**config.mk**
```make
export PLATFORM = sky130hd
export DESIGN_NAME = sensor_reply_line_parser
export DESIGN_NICKNAME = d
export VERILOG_FILES = /design/src/rtl/core/srlp_pkg.sv /design/src/rtl/core/srlp_parse.sv /design/src/rtl/core/srlp_nodes.sv /design/src/rtl/core/sensor_reply_line_parser.sv
export SDC_FILE = /design/constraint.sdc
export NUM_CORES = 1
export LEC_CHECK = 0
export BUFFER_PORTS_ARGS = -buffer_cell sky130_fd_sc_hd__buf_2
export CELL_PAD_IN_SITES_DETAIL_PLACEMENT = 2
export CELL_PAD_IN_SITES_GLOBAL_PLACEMENT = 2
export CORE_MARGIN = 1
export CORE_UTILIZATION = 38
export DETAILED_ROUTE_END_ITERATION = 8
export PLACE_DENSITY_LB_ADDON = 0.25
export SYNTH_ARGS = -nofsm -noshare
export SYNTH_HDL_FRONTEND = slang
export SYNTH_SLANG_ARGS = --single-unit
export TNS_END_PERCENT = 5
```
**constraint.sdc**
```tcl
create_clock -name clk -period 7.8 [get_ports clk]
set_input_delay 0.78 -clock clk [delete_from_list [all_inputs] [get_ports clk]]
set_output_delay 0.78 -clock clk [all_outputs]
set_load 0.01 [all_outputs]
```
**src/rtl/core/srlp_pkg.sv**
```systemverilog
// Shared types and constants for the sensor reply line parser.
package srlp_pkg;

  typedef struct packed {
    logic       operation;
    logic [7:0] rx_byte;
  } srlp_in_t;

  typedef struct packed {
    logic [2:0]  event_res;
    logic        node;
    logic [14:0] temp_centi;
    logic [14:0] humid_centi;
  } srlp_out_t;

  localparam logic [2:0] PH_START   = 3'd0;
  localparam logic [2:0] PH_SKIT    = 3'd1;
  localparam logic [2:0] PH_CAM     = 3'd2;
  localparam logic [2:0] PH_UNKNOWN = 3'd3;
  localparam logic [2:0] PH_TEMP    = 3'd4;
  localparam logic [2:0] PH_HUMID   = 3'd5;
  localparam logic [2:0] PH_IGNORE  = 3'd6;
  localparam logic [2:0] PH_ERR     = 3'd7;

  localparam logic [2:0] EV_ACCEPT  = 3'd0;
  localparam logic [2:0] EV_NODEERR = 3'd1;
  localparam logic [2:0] EV_RANGE   = 3'd2;
  localparam logic [2:0] EV_UNKNOWN = 3'd3;
  localparam logic [2:0] EV_STALE   = 3'd4;

  localparam logic [13:0] MAG_MAX = 14'd16383;
  localparam logic [21:0] AGE_MAX = 22'h3FFFFF;
  localparam logic [21:0] TIMEOUT_RESET = 22'd60000;

  // Result of the parser stage: a line ended with something to report.
  typedef struct packed {
    logic        valid;
    logic [2:0]  event_res;
    logic        node;
    logic [14:0] temp_centi;
    logic [14:0] humid_centi;
  } srlp_line_t;

  function automatic logic [7:0] skit_char(input logic [2:0] i);
    unique case (i)
      3'd0: skit_char = "S";
      3'd1: skit_char = "K";
      3'd2: skit_char = "I";
      3'd3: skit_char = "T";
      3'd4: skit_char = ":";
      default: skit_char = 8'h00;
    endcase
  endfunction

  function automatic logic [7:0] cam_char(input logic [2:0] i);
    unique case (i)
      3'd0: cam_char = "C";
      3'd1: cam_char = "A";
      3'd2: cam_char = "M";
      3'd3: cam_char = ":";
      default: cam_char = 8'h00;
    endcase
  endfunction

  function automatic logic [7:0] err_char(input logic [3:0] i);
    unique case (i)
      4'd0: err_char = "E";
      4'd1: err_char = "R";
      4'd2: err_char = "R";
      default: err_char = 8'h00;
    endcase
  endfunction

endpackage

```
**src/rtl/core/srlp_parse.sv**
```systemverilog
// Byte-level line parser: prefix match, number accumulation, line-end classification.
module srlp_parse import srlp_pkg::*; #(
  parameter int LINE_MAX  = 31,
  parameter int FIELD_MAX = 8
) (
  input  logic       clk,
  input  logic       rst,
  input  logic       take,       // a byte word is consumed this cycle
  input  logic [7:0] rx_byte,
  output srlp_line_t line_res    // combinational outcome of a newline
);

  localparam int LW = $clog2(LINE_MAX + 1);
  localparam int FW = $clog2(FIELD_MAX + 1);

  logic [2:0]  phase, phase_next;
  logic [LW-1:0] line_length, line_length_next;
  logic [2:0]  prefix_progress, prefix_progress_next;
  logic [FW-1:0] field_length, field_length_next;
  logic [1:0]  err_progress, err_progress_next;
  logic        f_start, f_neg, f_dot, f_stop;
  logic        f_start_next, f_neg_next, f_dot_next, f_stop_next;
  logic [1:0]  frac_digits, frac_digits_next;
  logic [14:0] temp_accum, temp_accum_next;
  logic [14:0] humid_accum, humid_accum_next;

  // number feed shared by both fields
  logic [14:0] feed_in, feed_out;
  logic        nf_start, nf_neg, nf_dot, nf_stop;
  logic [1:0]  nf_frac;
  logic [18:0] m;
  logic [3:0]  d;
  logic        is_digit;

  always_comb begin
    nf_start = f_start;
    nf_neg   = f_neg;
    nf_dot   = f_dot;
    nf_stop  = f_stop;
    nf_frac  = frac_digits;
    feed_out = feed_in;
    is_digit = (rx_byte >= "0") && (rx_byte <= "9");
    d = rx_byte[3:0];
    m = {4'd0, feed_in};
    if (!f_stop) begin
      if (!f_start && (rx_byte == 8'h20 || rx_byte == 8'h09 || rx_byte == 8'h0B ||
                       rx_byte == 8'h0C)) begin
        nf_start = 1'b0;
      end else if (!f_start && (rx_byte == "+" || rx_byte == "-")) begin
        nf_start = 1'b1;
        nf_neg   = (rx_byte == "-");
      end else begin
        nf_start = 1'b1;
        if (is_digit) begin
          if (!f_dot) begin
            m = {4'd0, feed_in} * 19'd10 + {15'd0, d} * 19'd100;
          end else if (frac_digits == 2'd0) begin
            m = {4'd0, feed_in} + {15'd0, d} * 19'd10;
            nf_frac = 2'd1;
          end else if (frac_digits == 2'd1) begin
            m = {4'd0, feed_in} + {15'd0, d};
            nf_frac = 2'd2;
          end
          feed_out = (m > {5'd0, MAG_MAX}) ? {1'b0, MAG_MAX} : m[14:0];
        end else if (rx_byte == "." && !f_dot) begin
          nf_dot = 1'b1;
        end else begin
          nf_stop = 1'b1;
        end
      end
    end
  end

  function automatic logic [14:0] signed_val(input logic neg, input logic [14:0] mag);
    signed_val = neg ? (15'd0 - mag) : mag;
  endfunction

  logic [14:0] humid_val;
  logic signed [14:0] ts, hs;
  logic is_nl, is_cr;

  assign is_nl = (rx_byte == 8'h0A);
  assign is_cr = (rx_byte == 8'h0D);
  assign feed_in = (phase == PH_TEMP) ? temp_accum : humid_accum;

  always_comb begin
    humid_val = signed_val(f_neg, humid_accum);
    ts = temp_accum;
    hs = humid_val;
    line_res = '0;
    if (line_length != '0) begin
      if (phase <= PH_UNKNOWN) begin
        line_res.valid = 1'b1;
        line_res.event_res = EV_UNKNOWN;
      end else if (phase == PH_ERR) begin
        line_res.valid = 1'b1;
        line_res.event_res = EV_NODEERR;
        line_res.node = (prefix_progress == 3'd4);
      end else if (phase == PH_HUMID) begin
        line_res.valid = 1'b1;
        line_res.node = (prefix_progress == 3'd4);
        line_res.temp_centi = temp_accum;
        line_res.humid_centi = humid_val;
        line_res.event_res = (ts < 15'sd500 || ts > 15'sd5000 || hs < 15'sd100 ||
                              hs > 15'sd9900) ? EV_RANGE : EV_ACCEPT;
      end
    end
  end

  always_comb begin
    phase_next = phase;
    line_length_next = line_length;
    prefix_progress_next = prefix_progress;
    field_length_next = field_length;
    err_progress_next = err_progress;
    f_start_next = f_start;
    f_neg_next = f_neg;
    f_dot_next = f_dot;
    f_stop_next = f_stop;
    frac_digits_next = frac_digits;
    temp_accum_next = temp_accum;
    humid_accum_next = humid_accum;
    if (is_nl) begin
      phase_next = PH_START;
      line_length_next = '0;
      prefix_progress_next = '0;
      field_length_next = '0;
      err_progress_next = '0;
      f_start_next = 1'b0;
      f_neg_next = 1'b0;
      f_dot_next = 1'b0;
      f_stop_next = 1'b0;
      frac_digits_next = '0;
      temp_accum_next = '0;
      humid_accum_next = '0;
    end else if (!is_cr && line_length < LW'(LINE_MAX)) begin
      line_length_next = line_length + 1'b1;
      unique case (phase)
        PH_START: begin
          if (rx_byte == "S") begin
            phase_next = PH_SKIT;
            prefix_progress_next = 3'd1;
          end else if (rx_byte == "C") begin
            phase_next = PH_CAM;
            prefix_progress_next = 3'd1;
          end else begin
            phase_next = PH_UNKNOWN;
          end
        end
        PH_SKIT, PH_CAM: begin
          if (phase == PH_SKIT ? rx_byte == skit_char(prefix_progress)
                               : rx_byte == cam_char(prefix_progress)) begin
            prefix_progress_next = prefix_progress + 3'd1;
            if (prefix_progress_next == (phase == PH_SKIT ? 3'd5 : 3'd4))
              phase_next = PH_TEMP;
          end else begin
            phase_next = PH_UNKNOWN;
          end
        end
        PH_TEMP: begin
          if (rx_byte == ",") begin
            if (err_progress == 2'd3 && field_length == FW'(3)) begin
              phase_next = PH_ERR;
            end else begin
              temp_accum_next = signed_val(f_neg, temp_accum);
              phase_next = PH_HUMID;
              f_start_next = 1'b0;
              f_neg_next = 1'b0;
              f_dot_next = 1'b0;
              f_stop_next = 1'b0;
              frac_digits_next = '0;
              field_length_next = '0;
            end
          end else if (rx_byte == 8'h00) begin
            phase_next = PH_IGNORE;
          end else begin
            if (field_length < FW'(3) && FW'(err_progress) == field_length &&
                rx_byte == err_char(4'(field_length)))
              err_progress_next = err_progress + 2'd1;
            temp_accum_next = feed_out;
            f_start_next = nf_start;
            f_neg_next = nf_neg;
            f_dot_next = nf_dot;
            f_stop_next = nf_stop;
            frac_digits_next = nf_frac;
            field_length_next = field_length + 1'b1;
            if (field_length_next >= FW'(FIELD_MAX)) phase_next = PH_IGNORE;
          end
        end
        PH_HUMID: begin
          if (field_length < FW'(FIELD_MAX - 1)) begin
            humid_accum_next = feed_out;
            f_start_next = nf_start;
            f_neg_next = nf_neg;
            f_dot_next = nf_dot;
            f_stop_next = nf_stop;
            frac_digits_next = nf_frac;
            field_length_next = field_length + 1'b1;
          end
        end
        default: begin
        end
      endcase
    end
  end

  always_ff @(posedge clk) begin
    if (rst) begin
      phase <= PH_START;
      line_length <= '0;
      prefix_progress <= '0;
      field_length <= '0;
      err_progress <= '0;
      f_start <= 1'b0;
      f_neg <= 1'b0;
      f_dot <= 1'b0;
      f_stop <= 1'b0;
      frac_digits <= '0;
      temp_accum <= '0;
      humid_accum <= '0;
    end else if (take) begin
      phase <= phase_next;
      line_length <= line_length_next;
      prefix_progress <= prefix_progress_next;
      field_length <= field_length_next;
      err_progress <= err_progress_next;
      f_start <= f_start_next;
      f_neg <= f_neg_next;
      f_dot <= f_dot_next;
      f_stop <= f_stop_next;
      frac_digits <= frac_digits_next;
      temp_accum <= temp_accum_next;
      humid_accum <= humid_accum_next;
    end
  end

endmodule

```
**src/rtl/core/srlp_nodes.sv**
```systemverilog
// Per-node readings, age counters and staleness reporting.
module srlp_nodes import srlp_pkg::*; (
  input  logic        clk,
  input  logic        rst,
  input  logic        line_go,    // newline word consumed
  input  srlp_line_t  line_res,
  input  logic        tick_go,    // tick word consumed
  input  logic [21:0] timeout,
  output logic        stale_hit,
  output logic        stale_node
);

  logic [1:0]  valid, heard, warned;
  logic [14:0] temp_r [2];
  logic [14:0] humid_r [2];
  logic [21:0] age [2];
  logic [21:0] age_inc [2];
  logic [1:0]  over;
  logic        upd;
  logic        unode;

  assign unode = line_res.node;
  assign upd = line_go && line_res.valid &&
               (line_res.event_res == EV_ACCEPT || line_res.event_res == EV_NODEERR);

  always_comb begin
    for (int i = 0; i < 2; i++) begin
      age_inc[i] = (heard[i] && age[i] != AGE_MAX) ? age[i] + 22'd1 : age[i];
      over[i] = heard[i] && (age_inc[i] > timeout);
    end
    stale_hit = 1'b0;
    stale_node = 1'b0;
    if (over[0] && !warned[0]) begin
      stale_hit = 1'b1;
    end else if (over[1] && !warned[1]) begin
      stale_hit = 1'b1;
      stale_node = 1'b1;
    end
  end

  always_ff @(posedge clk) begin
    if (rst) begin
      temp_r[0] <= '0;
      temp_r[1] <= '0;
      humid_r[0] <= '0;
      humid_r[1] <= '0;
    end else if (upd) begin
      if (line_res.event_res == EV_ACCEPT) begin
        temp_r[unode] <= line_res.temp_centi;
        humid_r[unode] <= line_res.humid_centi;
      end
    end
  end

  always_ff @(posedge clk) begin
    if (rst) begin
      valid <= '0;
      heard <= '0;
      warned <= '0;
      age[0] <= '0;
      age[1] <= '0;
    end else if (tick_go) begin
      for (int i = 0; i < 2; i++) begin
        age[i] <= age_inc[i];
        if (over[i]) valid[i] <= 1'b0;
      end
      if (stale_hit) warned[stale_node] <= 1'b1;
    end else if (upd) begin
      valid[unode] <= (line_res.event_res == EV_ACCEPT);
      heard[unode] <= 1'b1;
      warned[unode] <= 1'b0;
      age[unode] <= '0;
    end
  end

endmodule

```
**src/rtl/core/sensor_reply_line_parser.sv**
```systemverilog
// Top level of the sensor reply line parser.
//
//  channel | valid     | ready     | word
//  in      | in_valid  | in_ready  | in_data  (srlp_in_t: operation, rx_byte)
//  out     | out_valid | out_ready | out_data (srlp_out_t: event, node, temp, humid)
//  cfg     | cfg_valid | cfg_ready | cfg_data (stale_timeout_ms, 22 bits)
//
// One word per cycle while in_ready is high: all parsing and node bookkeeping
// happen in the cycle the input word is accepted; a result lands in the output
// register next cycle. in_ready is low only when the output register holds a
// result that is not being taken this cycle. cfg is always ready.
// Synchronous active-high reset clears parser state, node state and sets the
// timeout to 60000 ms.
module sensor_reply_line_parser import srlp_pkg::*; #(
  parameter int LINE_MAX  = 31,
  parameter int FIELD_MAX = 8
) (
  input  logic        clk,
  input  logic        rst,
  input  logic        in_valid,
  output logic        in_ready,
  input  srlp_in_t    in_data,
  output logic        out_valid,
  input  logic        out_ready,
  output srlp_out_t   out_data,
  input  logic        cfg_valid,
  output logic        cfg_ready,
  input  logic [21:0] cfg_data
);

  logic       take;
  logic       byte_go, tick_go, nl_go;
  srlp_line_t line_res;
  logic       stale_hit, stale_node;
  logic [21:0] timeout;

  // output register frees when empty or drained this cycle
  assign in_ready  = !out_valid || out_ready;
  assign cfg_ready = 1'b1;
  assign take      = in_valid && in_ready;
  assign tick_go   = take && in_data.operation;
  assign byte_go   = take && !in_data.operation;
  assign nl_go     = byte_go && (in_data.rx_byte == 8'h0A);

  srlp_parse #(.LINE_MAX(LINE_MAX), .FIELD_MAX(FIELD_MAX)) u_parse (
    .clk(clk), .rst(rst), .take(byte_go), .rx_byte(in_data.rx_byte),
    .line_res(line_res)
  );

  srlp_nodes u_nodes (
    .clk(clk), .rst(rst), .line_go(nl_go), .line_res(line_res),
    .tick_go(tick_go), .timeout(timeout),
    .stale_hit(stale_hit), .stale_node(stale_node)
  );

  always_ff @(posedge clk) begin
    if (rst) begin
      timeout <= TIMEOUT_RESET;
    end else if (cfg_valid) begin
      timeout <= cfg_data;
    end
  end

  always_ff @(posedge clk) begin
    if (rst) begin
      out_valid <= 1'b0;
    end else if (tick_go && stale_hit) begin
      out_valid <= 1'b1;
      out_data  <= '{EV_STALE, stale_node, 15'd0, 15'd0};
    end else if (nl_go && line_res.valid) begin
      out_valid <= 1'b1;
      out_data  <= '{line_res.event_res, line_res.node, line_res.temp_centi,
                     line_res.humid_centi};
    end else if (out_ready) begin
      out_valid <= 1'b0;
    end
  end

  // a result never arrives while the previous one is still held
  a_no_overrun: assert property (@(posedge clk) disable iff (rst)
    out_valid && !out_ready |=> out_valid && $stable(out_data))
    else $error("result overwritten");
  a_stale_clean: assert property (@(posedge clk) disable iff (rst)
    out_valid && out_data.event_res == EV_STALE |-> out_data.temp_centi == 15'd0 &&
    out_data.humid_centi == 15'd0)
    else $error("stale result carries data");
  a_no_result_on_plain_byte: assert property (@(posedge clk) disable iff (rst)
    byte_go && !nl_go && !out_valid |=> !out_valid)
    else $error("result from a non-newline byte");

endmodule

```
==> results of run 1 <==
[per-stage QoR]
step	hold slack [ns]	util [%]	cell area (sq um)	power [mW]
final	0.4902	42.60	13900	1.874
after global routing	0.5261	42.60	13900	1.930
after CTS	0.4949	42.60	13900	1.886
after detailed placement	0.4859	40.89	13340	1.051
after global placement	0.4574	40.89	13340	1.041
after floorplan	0.4337	-	12600	0.9837
[power groups by stage]
stage / Combinational, mW / Sequential, mW / Clock, mW
after floorplan: 0.122 / 0.862 / 0
after global placement: 0.176 / 0.865 / 0
after detailed placement: 0.185 / 0.866 / 0
after CTS: 0.188 / 0.848 / 0.851
after global routing: 0.206 / 0.849 / 0.876
final: 0.186 / 0.848 / 0.839
[logic make-up after synthesis]
kind of cell               after synthesis  share of synthesized area, %
AOI/OAI and AO/OA                      353                         18.33
xor gates and xnor gates               151                         10.50
adders and majority gates              127                         12.93
buffers and inverters                  145                         4.578
DFF                                    158                         27.81
muxes                                   37                         2.979
other                                    1                       0.02976
and+or+nand+nor                        596                         22.85
[synthesized netlist by cell type, types with 6 or more instances]
library cell / n / area share [%]
nor2_1: 182 / 5.4
nand2_1: 132 / 3.9
dfxtp_1: 124 / 20
ha_1: 119 / 12
a21oi_1: 92 / 3.7
xnor2_1: 85 / 5.9
o21ai_0: 72 / 2.9
inv_1: 70 / 2.1
xor2_1: 66 / 4.6
clkbuf_1: 60 / 1.8
nand3_1: 60 / 2.4
nor3_1: 44 / 1.7
edfxtp_1: 34 / 8.1
mux2i_1: 33 / 2.6
nand4_1: 32 / 1.6
a21o_1: 31 / 1.8
and2_1: 30 / 1.5
and3_1: 21 / 1.0
a211oi_1: 20 / 1.2
o211ai_1: 20 / 1.2
nor4_1: 16 / 0.79
o31ai_1: 16 / 0.95
a31oi_1: 15 / 0.74
or3_1: 15 / 0.74
nand2b_1: 13 / 0.65
nor2b_1: 13 / 0.65
o21a_1: 13 / 0.77
nor3b_1: 8 / 0.48
a22o_1: 7 / 0.49
a211o_1: 6 / 0.42
buf_1: 6 / 0.18
fa_1: 6 / 0.95
or4_1: 6 / 0.36
[metal layers]
metal  up-vias  wire [um]
met3        57       1459
met1      5950      20900
met4         0       1031
met5         -          0
li1       5648          -
met2       203      21720
[final timing paths]
kind | from | endpoint | slack (ns)
worst min register to register | u_nodes.warned[1]$_SDFFE_PP0P_ | u_nodes.warned[1]$_SDFFE_PP0P_ | 0.49
worst max register to register | u_nodes.age[1][0]$_SDFFE_PP0P_ | out_data[25]$_SDFFCE_PP0P_ | 1.02
worst min-delay path | u_nodes.warned[1]$_SDFFE_PP0P_ | u_nodes.warned[1]$_SDFFE_PP0P_ | 0.49
worst max-delay path | u_nodes.age[1][0]$_SDFFE_PP0P_ | out_data[25]$_SDFFCE_PP0P_ | 1.02
[final cells by class]
type | count | area [sq um] | area share (%)
repair buffers | 85 | 460.4 | 3.314
clock buffers | 19 | 436.7 | 3.142
multi-input cells | 1265 | 8557 | 61.58
inverters | 70 | 262.8 | 1.891
flip-flops and latches | 158 | 3503 | 25.21
well taps | 442 | 553.0 | 3.980
clock inverters | 13 | 122.6 | 0.8824
[state kept, by name, indices dropped and copies added (netlist names), 2 cells and up]
register,cells
u_parse.temp_accum,15
u_parse.field_length,4
u_parse.err_progress,2
u_parse.line_length,5
u_nodes.heard,2
timeout,22
out_data,34
u_nodes.warned,2
u_parse.phase,3
u_parse.prefix_progress,3
u_parse.humid_accum,15
u_parse.frac_digits,2
u_nodes.age,44
[worst register-to-register path: cells and delay by family, from the launching register on]
kind	cells	cell delay (ns)
flip-flops	1	0.43
AO/OA/AOI/OAI	5	2.93
XOR/XNOR	1	0.15
AND/OR/NAND/NOR	11	2.29
adder cells (fa/ha/maj)	2	0.54
[placed cells by master (no fill, tap or decap), types with 33 or more instances in the layout]
master,synthesis,routed
a21oi_1,92,91
xor2_1,66,66
nand2_1,132,132
dfxtp_1,124,124
nor3_1,44,43
buf_2,3,71
mux2i_1,33,33
o21ai_0,72,72
ha_1,119,119
nor2_1,182,182
inv_1,70,70
xnor2_1,85,85
nand3_1,60,60
edfxtp_1,34,34
==> flow_summary.toml, run 1 <==
[hold_path]
worstHoldPathType = "register to register"
hold_depth = 2

[placement]
place.gp.congestion = 0.8309
detailed_place_hpwl_um = 34280
dp_slack_ns = 1.104
port_buffers = 71
placed_cells = 2020

[floorplanning]
start_util_pct = 38.63
fp.dieArea_sq_um = 33890
boundaryPins = 73
core.rowCount = 66
fp.coreArea_sq_um = 32620
fp.dieW_um = 184.1
fp.dieH_um = 184.1

[pwr]
clockPowerShare_pct = 44.8
p_leak_nw = 5.767
internal_power_mw = 1.377
p_seq_share_pct = 45.3
netSwitchingPower_uw = 496.8
pwr-share-comb_pct = 10.0
swShare_pct = 26.51
maximum_vdd_ir_drop_v = 0.0001369
power.density_nw_per_um2 = 134.8

[synthesis]
syn_inst = 1568
synth_sequential_area_ratio_pct = 27.81
yosys_register_bits = 158
synth.net_count = 1729
number_of_flops_mapped_to_enable_cells_by_yosys = 34
async_reset_ff_share_pct = 0
postSynthAreaPerCell_sq_um = 8.035
yosys_most_used_dff = "dfxtp_1"
synthDistinctLibCells = 79
syn-cell-area_sq_um = 12600
yosys_warnings = 0

[clocking]
clk-insertion-delay-late_ns = 0.45
clkSlewWorstSetupHoldPaths_ns = 0.06
post_cts.repair.setup_buffers = 0
post_cts_resize_count = 0
clock_sink_count = 158
htree_levels = 4
ctsRootBufferMaster = "clkbuf_16"
tritoncts = "done"
cts_buffer_depth = 2
cts.hold.buffers_added = 0
numCtsBuffers = 17

[setup_path]
timing.critical_path.slowest_stage_cell = "a21oi_4"
crit_type = "register to register"
crit_chain = "ha_1 > nand3_1 > or4_1 > o31ai_1 > nor4_1 > and3_1 > and3_1 > nand2_1 > or3_1 > nor2_1 > xor2_1 > ha_1 > nand4_1 > nor2_1 > a2111oi_0 > o21ai_0 > a21oi_1 > nor2_1 > a21oi_4"
timing.critical_path.depth = 19
rr_worst_depth = 19
critPathMaxStageDelay_ns = 1.01
worst-path-max-fanout = 34
timing.critical_path.from_type = "register"
cp_data_arrival_time_ns = 6.84
cp_data_required_time_ns = 7.86
crit_path_frequent_cell = "nor2_1"
worst-path-buf-inv = 0
gate_family_responsible_for_the_most_delay_along_the_worst_path = "compound AO/OA/AOI/OAI gates"
setup.worst_path.end_class = "register"

[finish]
final_nets = 1758
antenna-diode-count = 0
finish.cell_count_without_fillers = 2052
nFillCells = 3748
area_growth_syn_to_fin_pct = 10.29
layout-drive-gt1-share_pct = 8.571

[drt]
firstDrtPassIters = 4
route.detailed.vias_per_inst = 5.779
detailroute.via_count = 11860
wl_per_instance_um = 21.99
drc = 0
drt_wl_total_um = 45120
final_antenna_net_count = 0
drt-initial-drc-count = 521

[global_routing]
grtUsageMet1_pct = 34.82
grt_usage_pct = 27.03
gr-max-usage-layer = "met2"
grtUsageMet3_pct = 3.379
first_pass_grt_wire_length_um = 71230
grt_antenna_before_repair = 1
grt-ovfl-total = 0
largest_net_degree_at_the_start_of_global_routing = 53
grt_pass1_vias = 12810
gr-usage-met2_pct = 46.48

[timing]
grt_setup_unrepaired = "no"
fmaxAchievable_ghz = 0.1475
relSlewSlack_pct = 15.37
totalNegativeSetupSlack_ns = 0
timing.final.crit_period_ns = 6.780
finalClockSkew_ns = 0.01471
timing.final.hold_violations = 0
period_share_pct = 86.92
slew_violations = 0
worstMarginPinSlew_ns = 1.267
setup-violations-final = 0
setup_ws_ns = 1.020

[run]
maxCapViolations = 0

[status]
outcome = "finished, final reports clean"
(Power assumes the default switching activity.)
==> run 2, diff against run 1 <==
--- a/config.mk
+++ b/config.mk
@@ -8,10 +8,12 @@
 export BUFFER_PORTS_ARGS = -buffer_cell sky130_fd_sc_hd__buf_2
 export CELL_PAD_IN_SITES_DETAIL_PLACEMENT = 2
 export CELL_PAD_IN_SITES_GLOBAL_PLACEMENT = 2
+export CORE_ASPECT_RATIO = 1.5
 export CORE_MARGIN = 1
 export CORE_UTILIZATION = 38
 export DETAILED_ROUTE_END_ITERATION = 8
 export PLACE_DENSITY_LB_ADDON = 0.25
+export REMOVE_ABC_BUFFERS = 1
 export SYNTH_ARGS = -nofsm -noshare
 export SYNTH_HDL_FRONTEND = slang
 export SYNTH_SLANG_ARGS = --single-unit
==> run 2 against run 1 <==
Die area about the same. Cell area rose by 0.47%. Sequential share of layout area down 0.12 points. Critical path depth rose by 2. Via count rose by 0.62%. First-iteration DRC count decreased by 27%. Final cell count shrank 1.2%. Clock power rose by 11%. Worst setup slack better by 0.22 ns. Global-route usage is 0.52 points higher. Largest cell class unchanged.
==> flow_summary.toml, run 2 (synthesis gave the netlist of run 1 again) <==
[global_routing]
grt-ovfl-total = 0
grt_usage_pct = 27.55
first_pass_grt_wire_length_um = 71900
grt_pass1_vias = 13290
largest_net_degree_at_the_start_of_global_routing = 35
grt_antenna_before_repair = 0

[timing]
timing.final.crit_period_ns = 6.556
grt_setup_unrepaired = "no"
relSlewSlack_pct = 21.99
timing.final.hold_violations = 0
setup-violations-final = 0
setup_ws_ns = 1.244
totalNegativeSetupSlack_ns = 0
worstMarginPinSlew_ns = 1.170
period_share_pct = 84.05
slew_violations = 0
fmaxAchievable_ghz = 0.1525
finalClockSkew_ns = 0.01303

[setup_path]
worst-path-buf-inv = 2
reg_to_reg_slack_setup_ns = 1.24
timing.critical_path.slowest_stage_cell = "dfxtp_1"
cp_data_required_time_ns = 8.14
gate_family_responsible_for_the_most_delay_along_the_worst_path = "compound AO/OA/AOI/OAI gates"
crit_type = "register to register"
cp_data_arrival_time_ns = 6.90
worst-path-max-fanout = 25
timing.critical_path.from_type = "register"
setup.worst_path.end_class = "register"
crit_chain = "nor3b_4 > buf_4 > mux2i_1 > inv_1 > xnor2_1 > ha_1 > o211ai_1 > o21ai_0 > xor2_1 > ha_1 > a21oi_1 > nand2_1 > o21ai_0 > o21bai_1 > nand3b_1 > nor4_1 > o21ai_0 > a21o_1 > a21oi_1 > o211ai_1 > a32o_1"
crit_path_frequent_cell = "o21ai_0"
critPathMaxStageDelay_ns = 0.63

[finish]
reg.largest.list = "u_nodes.age (44), out_data (34), timeout (22)"
mostFrequentLayoutCell = "nor2_1"
layout-drive-gt1-share_pct = 8.865
mostFrequentLayoutCells = "nor2_1, nand2_1, dfxtp_1, ha_1, a21oi_1"
nFillCells = 3735
final_nets = 1761
largest_register_ff_count = 44
registers.top_by_ff_count = "u_nodes.age"
postLayoutCellArea_sq_um = 13960
area_growth_syn_to_fin_pct = 10.80
antenna-diode-count = 0

[placement]
port_buffers = 71
placement.cell_area_sq_um = 13320
detailed_place_hpwl_um = 34890
dp_slack_ns = 1.338
place.gp.congestion = 0.8477

[floorplanning]
start_util_pct = 38.61
core.rowCount = 81
fp.dieArea_sq_um = 33900
boundaryPins = 73
fp.dieW_um = 150.7
fp.dieH_um = 225.0
fp.coreArea_sq_um = 32630

[clocking]
tritoncts = "done"
post_cts.repair.setup_buffers = 0
clock_sink_count = 158
cts.hold.buffers_added = 0
clkSlewWorstSetupHoldPaths_ns = 0.07
htree_levels = 4
cts_buffer_depth = 2
clk-insertion-delay-late_ns = 0.45
ctsRootBufferMaster = "clkbuf_16"
numCtsBuffers = 17
post_cts_resize_count = 0

[pwr]
power.density_nw_per_um2 = 140.6
swShare_pct = 25.48
internal_power_mw = 1.463
p_leak_nw = 5.827
netSwitchingPower_uw = 500.2
pwr-share-comb_pct = 9.4
clockPowerShare_pct = 47.4
maximum_vdd_ir_drop_v = 0.0001515
p_seq_share_pct = 43.2

[drt]
final_antenna_net_count = 0
wl_per_instance_um = 22.48
firstDrtPassIters = 4
route.detailed.vias_per_inst = 5.884
drc = 0
drt-initial-drc-count = 378
detailroute.via_count = 11930
drt_wl_total_um = 45600

[hold_path]
worstHoldPathType = "register to register"

[run]
maxCapViolations = 0

[status]
outcome = "finished, final reports clean"
[run 2: area by class of cell]
type	instances	area (sq um)	share of cell area, %
inverter	70	262.8	1.882
clock buffer	22	496.7	3.558
clock inverter	10	147.6	1.058
tap	415	519.2	3.719
multi-input combinational	1265	8548	61.23
sequential	158	3503	25.09
timing repair buffer	88	483.0	3.459
[run 2: worst paths after layout]
check / start / to / depth (start not counted)
worst max-delay path: u_parse.phase[2]$_SDFFE_PP0P_ / u_parse.humid_accum[9]$_SDFFE_PP0P_ / 21
worst min-delay path: u_nodes.warned[1]$_SDFFE_PP0P_ / u_nodes.warned[1]$_SDFFE_PP0P_ / 2
worst max register to register: u_parse.phase[2]$_SDFFE_PP0P_ / u_parse.humid_accum[9]$_SDFFE_PP0P_ / 21
worst min register to register: u_nodes.warned[1]$_SDFFE_PP0P_ / u_nodes.warned[1]$_SDFFE_PP0P_ / 2
[run 2: power groups by stage]
stage	logic, mW	registers [mW]	clock network (mW)
after floorplan	0.110	0.863	0
after global routing	0.204	0.849	0.973
after CTS	0.187	0.848	0.948
after global placement	0.178	0.865	0
final	0.185	0.848	0.931
after detailed placement	0.185	0.866	0
[run 2: worst reg2reg max path, cell delays in order (launching register included)]
cell and delay (ns):
dfxtp_1 0.63, nor3b_4 0.48, buf_4 0.39, mux2i_1 0.56, inv_1 0.21, xnor2_1 0.18, ha_1 0.38, o211ai_1 0.12
o21ai_0 0.40, xor2_1 0.20, ha_1 0.29, a21oi_1 0.19, nand2_1 0.07, o21ai_0 0.29, o21bai_1 0.17, nand3b_1 0.18
nor4_1 0.29, o21ai_0 0.21, a21o_1 0.23, a21oi_1 0.47, o211ai_1 0.21, a32o_1 0.30
[run 2: layer usage]
metal	track usage (%)	vias to the layer above	part of all wire, %
met3	2.996	83	2.0
met5	0	-	0
li1	-	5650	-
met4	12.52	0	3.9
met1	27.10	6021	37
met2	55.73	178	57
[run 2: per-stage QoR]
stage | std cells | power (mW) | hold slack (ns) | util (%)
2_1_floorplan | 1493 | 0.9728 | 0.4277 | -
3_3_place_gp | 1996 | 1.043 | 0.4451 | 40.81
3_5_place_dp | 1996 | 1.051 | 0.4472 | 40.81
4_1_cts | 2028 | 1.983 | 0.4567 | 42.78
5_1_grt | 2028 | 2.025 | 0.4871 | 42.78
6_report | 2028 | 1.963 | 0.4529 | 42.78
